**src/rtl/sbsm_pkg.sv**
```systemverilog
`timescale 1ns / 1ps
// ----------------------------------------------------------------------------
// sbsm_pkg
// Shared codes, constants and types of the serial bank switch mapper.
// ----------------------------------------------------------------------------
package sbsm_pkg;

    // access kinds
    localparam logic [2:0] OP_CPU_RD = 3'd0;
    localparam logic [2:0] OP_CPU_WR = 3'd1;
    localparam logic [2:0] OP_PPU_RD = 3'd2;
    localparam logic [2:0] OP_PPU_WR = 3'd3;
    localparam logic [2:0] OP_NT     = 3'd4;

    // result targets
    localparam logic [2:0] TGT_NONE      = 3'd0;
    localparam logic [2:0] TGT_PRG_ROM   = 3'd1;
    localparam logic [2:0] TGT_PRG_RAM   = 3'd2;
    localparam logic [2:0] TGT_CHR_ROM   = 3'd3;
    localparam logic [2:0] TGT_CHR_RAM   = 3'd4;
    localparam logic [2:0] TGT_NAMETABLE = 3'd5;

    // configuration register indexes
    localparam logic CFG_PRG_BANK_COUNT = 1'b0;
    localparam logic CFG_CHR_IS_ROM     = 1'b1;

    // mapper register select, address bits 14 to 13
    localparam logic [1:0] SEL_CONTROL  = 2'd0;
    localparam logic [1:0] SEL_CHR_LOW  = 2'd1;
    localparam logic [1:0] SEL_CHR_HIGH = 2'd2;
    localparam logic [1:0] SEL_PRG      = 2'd3;

    // prg modes, control bits 3 to 2
    localparam logic [1:0] PRG_MODE_FIX_FIRST = 2'd2;
    localparam logic [1:0] PRG_MODE_FIX_LAST  = 2'd3;

    // mirroring modes, control bits 1 to 0
    localparam logic [1:0] MIR_LOW   = 2'd0;
    localparam logic [1:0] MIR_HIGH  = 2'd1;
    localparam logic [1:0] MIR_VERT  = 2'd2;

    localparam logic [4:0]  MAX_PRG_BANKS   = 5'd16;
    localparam logic [4:0]  CTRL_RESET      = 5'h0C;
    localparam logic [4:0]  CTRL_PRG_MODE   = 5'h0C;
    localparam logic [2:0]  SERIAL_LENGTH   = 3'd5;
    localparam logic [4:0]  PRG_BANK_COUNT_RESET = 5'd16;

    localparam logic [15:0] PRG_RAM_BASE  = 16'h6000;
    localparam logic [15:0] PRG_ROM_BASE  = 16'h8000;
    localparam logic [15:0] PRG_UPPER     = 16'hC000;
    localparam logic [15:0] PPU_LIMIT     = 16'h1FFF;
    localparam logic [15:0] CHR_HALF      = 16'h1000;
    localparam logic [15:0] NT_MASK_VERT  = 16'h07FF;
    localparam logic [15:0] NT_MASK_HORZ  = 16'h0BFF;
    localparam logic [15:0] NT_MASK_ONE   = 16'h03FF;
    localparam logic [15:0] NT_PAGE_HIGH  = 16'h0400;

    typedef struct packed {
        logic [4:0] control;
        logic [4:0] chr_low;
        logic [4:0] chr_high;
        logic [4:0] prg;
    } bank_regs_t;

endpackage

```
**src/rtl/sbsm_regs.sv**
```systemverilog
`timescale 1ns / 1ps
// ----------------------------------------------------------------------------
// sbsm_regs
// Serial load register and the four mapper registers it commits to.
// ----------------------------------------------------------------------------
module sbsm_regs
    import sbsm_pkg::*;
(
    input  logic       aclk,
    input  logic       aresetn,
    input  logic       load_en,
    input  logic [1:0] reg_sel,
    input  logic [7:0] data,
    output bank_regs_t banks
);

    logic [4:0] shift_reg, shift_next;
    logic [2:0] count_reg, count_next;
    bank_regs_t banks_reg, banks_next;

    always_comb begin
        shift_next = shift_reg;
        count_next = count_reg;
        banks_next = banks_reg;
        if (load_en) begin
            if (data[7]) begin
                shift_next = '0;
                count_next = '0;
                banks_next.control = banks_reg.control | CTRL_PRG_MODE;
            end else begin
                shift_next = {data[0], shift_reg[4:1]};
                count_next = count_reg + 3'd1;
                if (count_next >= SERIAL_LENGTH) begin
                    unique case (reg_sel)
                        SEL_CONTROL:  banks_next.control  = shift_next;
                        SEL_CHR_LOW:  banks_next.chr_low  = shift_next;
                        SEL_CHR_HIGH: banks_next.chr_high = shift_next;
                        SEL_PRG:      banks_next.prg      = shift_next;
                        default:      banks_next.prg      = shift_next;
                    endcase
                    shift_next = '0;
                    count_next = '0;
                end
            end
        end
    end

    always_ff @(posedge aclk) begin
        if (!aresetn) begin
            shift_reg          <= '0;
            count_reg          <= '0;
            banks_reg.control  <= CTRL_RESET;
            banks_reg.chr_low  <= '0;
            banks_reg.chr_high <= '0;
            banks_reg.prg      <= '0;
        end else begin
            shift_reg <= shift_next;
            count_reg <= count_next;
            banks_reg <= banks_next;
        end
    end

    assign banks = banks_reg;

endmodule

```
**src/rtl/sbsm_xlate.sv**
```systemverilog
`timescale 1ns / 1ps
// ----------------------------------------------------------------------------
// sbsm_xlate
// Address translation of one bus access against the mapper registers.
// ----------------------------------------------------------------------------
module sbsm_xlate
    import sbsm_pkg::*;
(
    input  logic [2:0]  op,
    input  logic [15:0] addr,
    input  logic [4:0]  prg_bank_count,
    input  logic        chr_is_rom,
    input  bank_regs_t  banks,
    output logic [2:0]  target,
    output logic [17:0] phys_offset,
    output logic        write_enable,
    output logic        error,
    output logic        serial_wr
);

    logic [4:0]  limit;
    logic [3:0]  prg_p;
    logic [3:0]  prg_bank;
    logic        upper;
    logic [16:0] chr_off;
    logic [4:0]  chr_bank4k;
    logic [15:0] nt_off;

    always_comb begin
        if (prg_bank_count == 5'd0) begin
            limit = 5'd1;
        end else if (prg_bank_count > MAX_PRG_BANKS) begin
            limit = MAX_PRG_BANKS;
        end else begin
            limit = prg_bank_count;
        end
    end

    assign prg_p = banks.prg[3:0];
    assign upper = addr >= PRG_UPPER;

    always_comb begin
        case (banks.control[3:2])
            PRG_MODE_FIX_FIRST: prg_bank = upper ? prg_p : 4'd0;
            PRG_MODE_FIX_LAST:  prg_bank = upper ? 4'(limit - 5'd1) : prg_p;
            default:            prg_bank = upper ? {prg_p[3:1], 1'b1} : {prg_p[3:1], 1'b0};
        endcase
    end

    // 4KB mode when control bit 4 is set
    assign chr_bank4k = (addr >= CHR_HALF) ? banks.chr_high : banks.chr_low;
    assign chr_off = banks.control[4] ? {chr_bank4k, addr[11:0]}
                                      : {banks.chr_low[4:1], addr[12:0]};

    always_comb begin
        case (banks.control[1:0])
            MIR_LOW:  nt_off = addr & NT_MASK_ONE;
            MIR_HIGH: nt_off = (addr & NT_MASK_ONE) | NT_PAGE_HIGH;
            MIR_VERT: nt_off = addr & NT_MASK_VERT;
            default:  nt_off = addr & NT_MASK_HORZ;
        endcase
    end

    always_comb begin
        target       = TGT_NONE;
        phys_offset  = '0;
        write_enable = 1'b0;
        error        = 1'b0;
        serial_wr    = 1'b0;
        case (op)
            OP_CPU_RD, OP_CPU_WR: begin
                if (addr < PRG_RAM_BASE) begin
                    error = 1'b1;
                end else if (addr < PRG_ROM_BASE) begin
                    // prg ram is switched off by prg register bit 4
                    if (!banks.prg[4]) begin
                        target       = TGT_PRG_RAM;
                        phys_offset  = {5'd0, addr[12:0]};
                        write_enable = (op == OP_CPU_WR);
                    end
                end else if (op == OP_CPU_WR) begin
                    serial_wr = 1'b1;
                end else if ({1'b0, prg_bank} >= limit) begin
                    error = 1'b1;
                end else begin
                    target      = TGT_PRG_ROM;
                    phys_offset = {prg_bank, addr[13:0]};
                end
            end
            OP_PPU_RD: begin
                if (addr > PPU_LIMIT) begin
                    error = 1'b1;
                end else begin
                    target      = chr_is_rom ? TGT_CHR_ROM : TGT_CHR_RAM;
                    phys_offset = {1'b0, chr_off};
                end
            end
            OP_PPU_WR: begin
                if (addr > PPU_LIMIT || chr_is_rom) begin
                    error = 1'b1;
                end else begin
                    target       = TGT_CHR_RAM;
                    phys_offset  = {1'b0, chr_off};
                    write_enable = 1'b1;
                end
            end
            OP_NT: begin
                target      = TGT_NAMETABLE;
                phys_offset = {2'd0, nt_off};
            end
            default: begin
                error = 1'b1;
            end
        endcase
    end

endmodule

```
**src/rtl/serial_bank_switch_mapper_unit.sv**
```systemverilog
`timescale 1ns / 1ps
// ----------------------------------------------------------------------------
// serial_bank_switch_mapper_unit
// Bank switching mapper: translates bus accesses and takes serial register
// writes.
// ----------------------------------------------------------------------------
// One access enters per clock while the result port is not stalled. Its answer
// passes through the input register, then is translated into the result
// register and presented on the result port, so a steady stream with no
// back-pressure runs at one transaction per cycle. Serial register writes take
// effect for the very next access. The result register lets a new access
// enter while an answer waits to be taken. The configuration port is always
// ready; write it only while no access is in flight.
// ----------------------------------------------------------------------------
module serial_bank_switch_mapper_unit
    import sbsm_pkg::*;
(
    input  logic        aclk,
    input  logic        aresetn,
    // access input
    input  logic        s_tvalid,
    output logic        s_tready,
    input  logic [23:0] s_tdata,   // bus_addr[15:0], write_data[23:16]
    input  logic [2:0]  s_tuser,   // op[2:0]
    // translated result
    output logic        m_tvalid,
    input  logic        m_tready,
    output logic [23:0] m_tdata,   // phys_offset[17:0], write_enable[18], error[19], zero
    output logic [2:0]  m_tuser,   // target[2:0]
    // configuration writes
    input  logic        cfg_valid,
    output logic        cfg_ready,
    input  logic        cfg_index,
    input  logic [4:0]  cfg_data
);

    logic        in_valid_reg;
    logic [2:0]  in_op_reg;
    logic [15:0] in_addr_reg;
    logic [7:0]  in_data_reg;

    logic        out_valid_reg;
    logic [23:0] out_data_reg;
    logic [2:0]  out_user_reg;

    logic [4:0]  prg_bank_count_reg;
    logic        chr_is_rom_reg;

    logic        advance;
    bank_regs_t  banks;
    logic [2:0]  xl_target;
    logic [17:0] xl_offset;
    logic        xl_we;
    logic        xl_err;
    logic        xl_serial_wr;

    assign advance   = in_valid_reg && (!out_valid_reg || m_tready);
    assign s_tready  = !in_valid_reg || advance;
    assign cfg_ready = 1'b1;

    always_ff @(posedge aclk) begin
        if (!aresetn) begin
            in_valid_reg <= 1'b0;
        end else if (s_tready) begin
            in_valid_reg <= s_tvalid;
        end
    end

    always_ff @(posedge aclk) begin
        if (s_tvalid && s_tready) begin
            in_op_reg   <= s_tuser;
            in_addr_reg <= s_tdata[15:0];
            in_data_reg <= s_tdata[23:16];
        end
    end

    always_ff @(posedge aclk) begin
        if (!aresetn) begin
            prg_bank_count_reg <= PRG_BANK_COUNT_RESET;
            chr_is_rom_reg     <= 1'b1;
        end else if (cfg_valid && cfg_ready) begin
            unique case (cfg_index)
                CFG_PRG_BANK_COUNT: prg_bank_count_reg <= cfg_data;
                CFG_CHR_IS_ROM:     chr_is_rom_reg     <= cfg_data[0];
                default:            chr_is_rom_reg     <= cfg_data[0];
            endcase
        end
    end

    sbsm_xlate u_xlate (
        .op             (in_op_reg),
        .addr           (in_addr_reg),
        .prg_bank_count (prg_bank_count_reg),
        .chr_is_rom     (chr_is_rom_reg),
        .banks          (banks),
        .target         (xl_target),
        .phys_offset    (xl_offset),
        .write_enable   (xl_we),
        .error          (xl_err),
        .serial_wr      (xl_serial_wr)
    );

    // serial register only moves when the access actually leaves the input stage
    sbsm_regs u_regs (
        .aclk    (aclk),
        .aresetn (aresetn),
        .load_en (advance && xl_serial_wr),
        .reg_sel (in_addr_reg[14:13]),
        .data    (in_data_reg),
        .banks   (banks)
    );

    always_ff @(posedge aclk) begin
        if (!aresetn) begin
            out_valid_reg <= 1'b0;
        end else if (!out_valid_reg || m_tready) begin
            out_valid_reg <= in_valid_reg;
        end
    end

    always_ff @(posedge aclk) begin
        if (advance) begin
            out_data_reg <= {4'd0, xl_err, xl_we, xl_offset};
            out_user_reg <= xl_target;
        end
    end

    assign m_tvalid = out_valid_reg;
    assign m_tdata  = out_data_reg;
    assign m_tuser  = out_user_reg;

    property p_error_no_target;
        @(posedge aclk) disable iff (!aresetn)
        (m_tvalid && m_tdata[19]) |-> (m_tuser == TGT_NONE);
    endproperty
    a_error_no_target: assert property (p_error_no_target)
        else $error("error result carries a target");

    property p_none_zero_offset;
        @(posedge aclk) disable iff (!aresetn)
        (m_tvalid && m_tuser == TGT_NONE) |-> (m_tdata[18:0] == 19'd0);
    endproperty
    a_none_zero_offset: assert property (p_none_zero_offset)
        else $error("untargeted result with offset or write enable");

    property p_we_target;
        @(posedge aclk) disable iff (!aresetn)
        (m_tvalid && m_tdata[18]) |->
            (m_tuser == TGT_PRG_RAM || m_tuser == TGT_CHR_RAM);
    endproperty
    a_we_target: assert property (p_we_target)
        else $error("write enable on a read-only target");

    property p_stall_cause;
        @(posedge aclk) disable iff (!aresetn)
        !s_tready |-> (in_valid_reg && out_valid_reg && !m_tready);
    endproperty
    a_stall_cause: assert property (p_stall_cause)
        else $error("input stalled with room in the pipeline");

endmodule

```
**config.mk**
```make
export PLATFORM = sky130hd
export DESIGN_NAME = serial_bank_switch_mapper_unit
export DESIGN_NICKNAME = d
export VERILOG_FILES = /design/src/rtl/sbsm_pkg.sv /design/src/rtl/sbsm_regs.sv /design/src/rtl/sbsm_xlate.sv /design/src/rtl/serial_bank_switch_mapper_unit.sv
export SDC_FILE = /design/constraint.sdc
export NUM_CORES = 1
export LEC_CHECK = 0
export ABC_CLOCK_PERIOD_IN_PS = 2900
export BUFFER_PORTS_ARGS = -buffer_cell sky130_fd_sc_hd__clkbuf_2
export CORE_MARGIN = 2
export CORE_UTILIZATION = 40
export CTS_CLUSTER_DIAMETER = 80
export DETAILED_ROUTE_END_ITERATION = 6
export PLACE_DENSITY = 0.7
export RECOVER_POWER = 100
export SLEW_MARGIN = 10
export SYNTH_ARGS = -nofsm -noshare
export SYNTH_HDL_FRONTEND = slang
export SYNTH_HIERARCHICAL = 1
export SYNTH_SLANG_ARGS = --single-unit
```
**constraint.sdc**
```tcl
create_clock -name aclk -period 2.9 [get_ports aclk]
set_input_delay 0.29 -clock aclk [delete_from_list [all_inputs] [get_ports aclk]]
set_output_delay 0.29 -clock aclk [all_outputs]
set_load 0.02 [all_outputs]
```
==> impl_metrics.csv, run 1 <==
group,metric,value,unit
clock_tree,cts_tree,"built",
clock_tree,cts_max_level,3,
route,routed_wl,7460,µm
power_and_ir_drop,switching_share,0.251,
worst_hold_path,hp-class,"in2reg",
sta,max-slew-margin-rel,0.0896,
clock_tree,clk_latency,350,ps
floorplanning,die_height,101,µm
final_layout,drive_gt1_frac,0.165,
clock_tree,cts.sinks,79,
final_layout,design_area,0.00429,mm²
global_routing,grt_pass1_wl,12100,µm
power_and_ir_drop,ir_worst_vdd,0.237,mV
clock_tree,ctsHoldBuffers,0,
sta,min_period,2700,ps
power_and_ir_drop,p_per_area,533,mW/mm²
route,drc,0,
placed_design,hpwl,5420,µm
floorplanning,rows,35,
sta,worstMarginPinSlew,1370,ps
sta,timing.final.crit_share,0.933,
yosys,yosys_warnings,6,
floorplanning,coreArea,0.00920,mm²
route,ant_nets,0,
sta,setup_viol,0,
sta,finalHoldViolCount,0,
run,drv_cap,0,
placed_design,io_buffers,56,
route,wl_per_cell,14.5,µm
yosys,synth_cells,338,
clock_tree,cts_buffer_depth,2,
setup_path,crit_type,"reg2reg",
global_routing,grt.overflow.total,0,
power_and_ir_drop,pwr-share-comb,0.089,
setup_path,cp_max_fo,4,
route,viasPerCell,5.18,
power_and_ir_drop,power_leakage,1.68,nW
clock_tree,cts-buffers-inserted,9,
route,vias,2673,
final_layout,stdcell_count,516,
power_and_ir_drop,p_int,0.00171,W
sta,drv_slew,0,
power_and_ir_drop,p_sw,0.000575,W
global_routing,grt_usage,0.153,
clock_tree,post_cts_buffers,0,
setup_path,endpoint_kind,"flip-flop",
placed_design,dp.cells,500,
sta,rsz0062_at_grt,"false",
setup_path,required,3090,ps
power_and_ir_drop,seq_power_share,0.546,
final_layout,fin_util,0.466,
status,status,"finished, final reports clean",
floorplanning,fp.dieW,101,µm
route,drt_iter0_drc,131,
floorplanning,start_util,0.409,
power_and_ir_drop,p_total,0.00229,W
placed_design,gp_congestion,0.816,
global_routing,grt_max_degree,40,
route,drtPass1Iterations,4,
final_layout,n_antenna_cell,0,
global_routing,grt_pass1_vias,2561,
global_routing,antenna_found_initial,0,
setup_path,arrival,2890,ps
floorplanning,pin_count,68,
sta,finClkSkew,13.9,ps
yosys,syn_area,0.00376,mm²
placed_design,dpl_cell_area,0.00415,mm²
power_and_ir_drop,clkPwrFrac,0.365,
setup_path,critPathLaunchType,"flip-flop",
sta,max_freq,370,MHz
yosys,syn-mean-instance-area,11.1,µm²
floorplanning,die_area,0.0102,mm²
sta,finalSetupTns,0,ps
clock_tree,path_clk_slew,90,ps
final_layout,fin_nets,445,
final_layout,syn_to_final_growth,14.2,%
clock_tree,root_buffer,"clkbuf_8",
worst max-delay path: stages (launching register included):
cell,delay [ps]
dfxtp_1,340
nor3_1,230
o21bai_2,120
ha_1,210
xor2_1,160
o211a_1,250
inv_1,60
ha_1,230
a21o_1,160
a31oi_1,260
o21ai_0,180
clkbuf_2,180
o22ai_1,180
routing by layer:
layer,GRT usage,vias to the layer above,routed length [µm]
li1,-,1341,-
met1,0.201,1245,3430
met2,0.239,79,3520
met3,0.0402,8,416
met4,0.0676,0,105
met5,0,-,0
final timing paths:
kind                                             from               endpoint  slack, ps  cells after the start
worst min-delay path                       s_tdata[9]         in_addr_reg[9]        110                      1
worst min register to register  prg_bank_count_reg[0]  prg_bank_count_reg[0]        490                      2
worst max-delay path            prg_bank_count_reg[1]            m_tdata[16]        200                     12
worst max register to register  prg_bank_count_reg[1]            m_tdata[16]        200                     12
placed cells by master, fill, tap and decap left out, types with 2 or more instances in the layout:
| cell type | count |
|---|---|
| a21oi_1 | 17 |
| and2_0 | 2 |
| buf_4 | 8 |
| o211ai_1 | 3 |
| nand4_1 | 4 |
| a21o_1 | 2 |
| mux2i_1 | 26 |
| o21ai_0 | 14 |
| nand2b_1 | 9 |
| inv_1 | 15 |
| a21boi_0 | 3 |
| nor4b_1 | 2 |
| nand3_1 | 6 |
| clkbuf_8 | 9 |
| a22oi_1 | 5 |
| clkinv_4 | 3 |
| xor2_1 | 2 |
| conb_1 | 5 |
| o31ai_1 | 2 |
| clkbuf_2 | 31 |
| clkbuf_1 | 29 |
| edfxtp_1 | 44 |
| a31oi_1 | 2 |
| o22ai_1 | 7 |
| o21a_1 | 3 |
| nor2b_1 | 28 |
| o21bai_1 | 2 |
| or3_1 | 3 |
| nand2_1 | 25 |
| ha_1 | 7 |
| nor2_1 | 10 |
| and3b_2 | 2 |
| dfxtp_1 | 35 |
| nor3_1 | 4 |
| or2_2 | 2 |
| a221oi_1 | 2 |
| and3_1 | 3 |
| nand3b_1 | 3 |
| xnor2_1 | 2 |
layout make-up:
type                            count  area [µm²]
Clock buffer                        9         124
Clock inverter                      7        81.3
Fill cell                         890        4910
Inverter                           15        56.3
Multi-Input combinational cell    227        1540
Sequential cell                    79        2020
Tap cell                          111         139
Timing Repair Buffer               68         324
stage by stage:
step | hold WS, ps | setup WS, ps
finish | 111 | 195
global route | 86.5 | 17.4
CTS | 93.5 | 197
detailed placement | 469 | 257
global placement | 465 | 266
floorplan | 389 | 447
power groups by stage:
stage | logic, W | registers [W] | clock network (W)
after floorplan | 0.000122 | 0.00129 | 0
after global placement | 0.000205 | 0.00128 | 0
after detailed placement | 0.000209 | 0.00128 | 0
after CTS | 0.000210 | 0.00125 | 0.000860
after global routing | 0.000226 | 0.00126 | 0.000899
final | 0.000203 | 0.00125 | 0.000835
what timing repair did:
item	in CTS	in global routing
gates resized for setup	0	1
endpoints found under the hold margin	0	0
setup endpoints to repair	0	5
No activity file was read; power rests on OpenSTA's default activity.
==> run 2, diff against run 1 <==
--- a/config.mk
+++ b/config.mk
@@ -11,6 +11,7 @@
 export CORE_UTILIZATION = 40
 export CTS_CLUSTER_DIAMETER = 80
 export DETAILED_ROUTE_END_ITERATION = 6
+export MAX_ROUTING_LAYER = met4
 export PLACE_DENSITY = 0.7
 export RECOVER_POWER = 100
 export SLEW_MARGIN = 10
==> run 2 against run 1 <==
  * Combinational power hardly changed
  * Critical path depth stayed put
  * Cell area stayed put
  * Worst setup slack better by 18 ps
  * Largest power group unchanged
==> impl_metrics.csv, run 2 (synthesis results as in run 1) <==
group,metric,value,unit
setup_path,endpoint_kind,"flip-flop",
clock_tree,post_cts_buffers,0,
setup_path,cp_max_fo,4,
global_routing,use_met3,0.0395,
global_routing,grt.overflow.total,0,
sta,setup_slack,213,ps
clock_tree,cts_tree,"built",
final_layout,layout_commonest_cell,"edfxtp_1",
setup_path,arrival,2880,ps
final_layout,ff_latch_area,0.00202,mm²
route,drtPass1Iterations,4,
sta,rsz0062_at_grt,"false",
floorplanning,die_area,0.0102,mm²
sta,finalHoldViolCount,0,
final_layout,n_antenna_cell,0,
clock_tree,ctsHoldBuffers,0,
sta,drv_slew,0,
placed_design,gp_congestion,0.828,
sta,timing.final.crit_share,0.927,
route,routed_wl,7460,µm
sta,finClkSkew,14.5,ps
final_layout,drive_gt1_frac,0.165,
clock_tree,cts_max_level,3,
worst_hold_path,hp-start,"s_tdata[9]",
power_and_ir_drop,ir_worst_vdd,0.237,mV
sta,max-slew-margin-rel,0.119,
worst_hold_path,whs_path_depth,1,
run,drv_cap,0,
route,viasPerCell,5.24,
clock_tree,cts-buffers-inserted,9,
final_layout,multiInputGateArea,0.00154,mm²
route,vias,2702,
setup_path,cpMostUsedCell,"ha_1",
placed_design,hpwl,5420,µm
sta,max_freq,372,MHz
final_layout,fin_nets,445,
final_layout,fin_util,0.466,
sta,min_period,2690,ps
setup_path,max_stage_delay,340,ps
floorplanning,coreArea,0.00920,mm²
clock_tree,cts.sinks,79,
power_and_ir_drop,p_per_area,534,mW/mm²
setup_path,worstPathCellList,"nor3_1, o21bai_2, ha_1, xor2_1, o211a_1, inv_1, ha_1, a21o_1, a31oi_1, o21ai_0, clkbuf_2, o22ai_1",
global_routing,antenna_found_initial,0,
setup_path,required,3090,ps
floorplanning,rows,35,
floorplanning,pin_count,68,
clock_tree,clk_latency,350,ps
power_and_ir_drop,power_leakage,1.68,nW
global_routing,grt_max_degree,40,
sta,setup_viol,0,
setup_path,critPathLaunchType,"flip-flop",
global_routing,grt_pass1_wl,12100,µm
setup_path,crit_type,"reg2reg",
clock_tree,path_clk_slew,90,ps
route,drt_iter0_drc,143,
final_layout,nFillCells,890,
setup_path,path_buf_inv,2,
global_routing,grt_pass1_vias,2561,
placed_design,io_buffers,56,
floorplanning,fp.dieW,101,µm
status,status,"finished, final reports clean",
floorplanning,die_height,101,µm
final_layout,layout_common_cells,"44 x edfxtp_1, 35 x dfxtp_1, 31 x clkbuf_2, 29 x clkbuf_1, 28 x nor2b_1",
placed_design,place_ws,257,ps
clock_tree,cts_buffer_depth,2,
global_routing,use_met1,0.202,
setup_path,r2r_start,"prg_bank_count_reg[1]",
sta,finalSetupTns,0,ps
setup_path,crit_start,"prg_bank_count_reg[1]",
sta,worstMarginPinSlew,1320,ps
setup_path,path_delay_family,"compound AO/OA/AOI/OAI gates",
final_layout,stdcell_count,516,
placed_design,dp.cells,500,
route,ant_nets,0,
route,drc,0,
setup_path,slowest_stage,"dfxtp_1",
floorplanning,start_util,0.409,
route,wl_per_cell,14.5,µm
setup_path,path_depth,12,
setup_path,r2r.worst_path.cells,12,
global_routing,top_usage_layer,"met2",
clock_tree,root_buffer,"clkbuf_8",
clock_tree,post_cts_resized,0,
final_layout,syn_to_final_growth,14.2,%
global_routing,grt_usage,0.158,
worst_hold_path,hp-class,"in2reg",
global_routing,use_met2,0.238,
[run 2: cell counts in the layout (fill, tap and decap cells not counted)]
Identical to the previous run, type by type.
[run 2: cell type report]
type	instances	share of cell area
Sequential cell	79	0.471
Multi-Input combinational cell	227	0.360
Timing Repair Buffer	68	0.0756
Tap cell	111	0.0324
Clock buffer	9	0.0289
Clock inverter	7	0.0190
Inverter	15	0.0131
[run 2: power by group]
| part | switching [W] | internal (W) | total (W) |
|---|---|---|---|
| Sequential | 0.0000241 | 0.00123 | 0.00125 |
| Combinational | 0.000125 | 0.0000776 | 0.000202 |
| Clock | 0.000427 | 0.000410 | 0.000836 |
| Total | 0.000576 | 0.00171 | 0.00229 |
[run 2: path summary, 6_finish.rpt]
path / to / slack [ps]
setup / recovery: m_tdata[16] / 210
hold / removal: in_addr_reg[9] / 110
setup reg to reg: m_tdata[16] / 210
hold reg to reg: prg_bank_count_reg[0] / 490
[run 2: stage by stage]
step           instance area (µm²)  total power, W  hold slack, ps
2_1_floorplan                 3770         0.00141             389
3_3_place_gp                  4150         0.00148             465
4_1_cts                       4350         0.00232            93.5
3_5_place_dp                  4150         0.00148             469
6_report                      4290         0.00229             110
5_1_grt                       4290         0.00238            86.5
[run 2: routing by layer]
metal  vias up  part of all wire
li1       1338                 -
met2        87              0.48
met4         0             0.013
met1      1269              0.45
met3         8             0.061
met5         -                 0
[run 2: worst register-to-register path: stages, from the launching register on]
cell,delay (ps)
dfxtp_1,340
nor3_1,230
o21bai_2,120
ha_1,210
xor2_1,160
o211a_1,250
inv_1,60
ha_1,230
a21o_1,160
a31oi_1,250
o21ai_0,180
clkbuf_2,180
o22ai_1,170
==> run 3, diff against run 2 <==
--- a/config.mk
+++ b/config.mk
@@ -12,7 +12,6 @@
 export CTS_CLUSTER_DIAMETER = 80
 export DETAILED_ROUTE_END_ITERATION = 6
 export MAX_ROUTING_LAYER = met4
-export PLACE_DENSITY = 0.7
 export RECOVER_POWER = 100
 export SLEW_MARGIN = 10
 export SYNTH_ARGS = -nofsm -noshare
==> run 3 against run 2 <==
  * First-iteration DRC count fell by 38%
  * Global-route usage up 0.65 points
  * Fmax rose by 0.22%
  * Routed wire length up 6.0%
  * Combinational power up 8%
  * Final cell count is 0.97% higher
  * Worst hold slack got worse by 9.5 ps
  * Sequential power barely moved
  * Cell area rose by 0.79%
  * Via count increased by 0.52%
  * Sequential cell count is the same
  * Largest cell class unchanged
==> impl_metrics.csv, run 3 (synthesis results as in run 1) <==
group,metric,value,unit
status,status,"finished, final reports clean",
power_and_ir_drop,p_int,0.00166,W
sta,finalSetupTns,0,ps
global_routing,grt_pass1_vias,2623,
final_layout,layout_commonest_cell,"edfxtp_1",
setup_path,critPathLaunchType,"flip-flop",
route,ant_nets,0,
power_and_ir_drop,seq_power_share,0.557,
clock_tree,cts_buffer_depth,2,
sta,timing.final.crit_share,0.925,
clock_tree,cts-buffers-inserted,9,
clock_tree,path_clk_slew,90,ps
placed_design,gp_congestion,0.850,
placed_design,place_ws,192,ps
final_layout,drive_gt1_frac,0.180,
final_layout,fin_nets,450,
floorplanning,pin_count,68,
setup_path,cp_max_fo,11,
floorplanning,die_area,0.0102,mm²
final_layout,layout_common_cells,"44 x edfxtp_1, 35 x dfxtp_1, 30 x clkbuf_2, 29 x clkbuf_1, 27 x nor2b_1",
power_and_ir_drop,p_sw,0.000580,W
power_and_ir_drop,power_leakage,1.70,nW
clock_tree,post_cts_buffers,0,
sta,worstMarginPinSlew,1430,ps
final_layout,fin_util,0.470,
sta,rsz0062_at_grt,"false",
setup_path,required,3100,ps
sta,setup_slack,219,ps
route,routed_wl,7900,µm
final_layout,design_area,0.00432,mm²
global_routing,antenna_found_initial,0,
setup_path,path_delay_family,"compound AO/OA/AOI/OAI gates",
setup_path,crit_type,"reg2reg",
global_routing,grt_usage,0.164,
floorplanning,fp.dieW,101,µm
floorplanning,rows,35,
global_routing,grt_pass1_wl,12500,µm
global_routing,grt_max_degree,40,
clock_tree,cts_tree,"built",
floorplanning,coreArea,0.00920,mm²
sta,setup_viol,0,
route,drtPass1Iterations,4,
power_and_ir_drop,p_per_area,518,mW/mm²
setup_path,arrival,2880,ps
final_layout,n_antenna_cell,0,
power_and_ir_drop,clkPwrFrac,0.346,
floorplanning,die_height,101,µm
power_and_ir_drop,ir_worst_vdd,0.261,mV
power_and_ir_drop,pwr-share-comb,0.097,
sta,finClkSkew,8.44,ps
placed_design,io_buffers,56,
route,drt_iter0_drc,88,
clock_tree,ctsHoldBuffers,0,
setup_path,max_stage_delay,340,ps
clock_tree,cts_max_level,3,
sta,max-slew-margin-rel,0.0457,
clock_tree,cts.sinks,79,
setup_path,worstPathCellList,"nor3_1, o21bai_2, ha_1, xor2_1, o211a_1, inv_1, ha_1, a21o_1, a31oi_2, buf_4, o21ai_0, buf_4, a31oi_1",
power_and_ir_drop,switching_share,0.259,
setup_path,path_buf_inv,3,
setup_path,slowest_stage,"dfxtp_1",
global_routing,grt.overflow.total,0,
route,wl_per_cell,15.2,µm
route,drc,0,
clock_tree,root_buffer,"clkbuf_8",
setup_path,endpoint_kind,"flip-flop",
sta,finalHoldViolCount,0,
floorplanning,start_util,0.409,
worst_hold_path,hp-class,"in2reg",
sta,min_period,2680,ps
route,vias,2716,
sta,max_freq,373,MHz
placed_design,dpl_cell_area,0.00419,mm²
run,drv_cap,0,
clock_tree,clk_latency,360,ps
placed_design,hpwl,5710,µm
final_layout,syn_to_final_growth,15.1,%
sta,drv_slew,0,
route,viasPerCell,5.21,
[run 3: final timing paths]
path              slack [ps]                   from                     to  cells past startpoint
hold / removal           100            s_tdata[16]         in_data_reg[0]                      1
hold reg to reg          490  prg_bank_count_reg[0]  prg_bank_count_reg[0]                      2
setup / recovery         220  prg_bank_count_reg[1]            m_tdata[11]                     13
setup reg to reg         220  prg_bank_count_reg[1]            m_tdata[11]                     13
[run 3: what timing repair did]
| item | CTS | global route |
|---|---|---|
| endpoints found under the setup margin | 0 | 14 |
| resized for setup | 0 | 3 |
| endpoints found under the hold margin | 0 | 0 |
[run 3: power by group through the flow]
| stage | combinational, W | clock (W) | sequential [W] |
|---|---|---|---|
| 2_1_floorplan | 0.000122 | 0 | 0.00129 |
| 3_3_place_gp | 0.000219 | 0 | 0.00127 |
| 3_5_place_dp | 0.000224 | 0 | 0.00127 |
| 4_1_cts | 0.000224 | 0.000807 | 0.00125 |
| 5_1_grt | 0.000241 | 0.000852 | 0.00125 |
| 6_report | 0.000218 | 0.000774 | 0.00125 |
[run 3: area by class of cell]
type	count	area (µm²)
fill	884	4870
sequential	79	2020
multi-input combinational	227	1550
timing repair buffer	73	364
tap	111	139
clock buffer	10	138
inverter	15	56.3
clock inverter	6	52.6
[run 3: per-stage QoR]
step	power [W]	instances	hold slack [ps]
after floorplan	0.00141	341	389
after global placement	0.00149	505	464
after detailed placement	0.00150	505	468
after CTS	0.00228	521	82.9
after global routing	0.00235	521	75.2
final	0.00224	521	101
[run 3: layer usage]
| layer | GRT usage | share of wire |
|---|---|---|
| met1 | 0.201 | 0.46 |
| met2 | 0.263 | 0.48 |
| met3 | 0.0423 | 0.041 |
| met4 | 0.0593 | 0.017 |
| met5 | - | 0 |
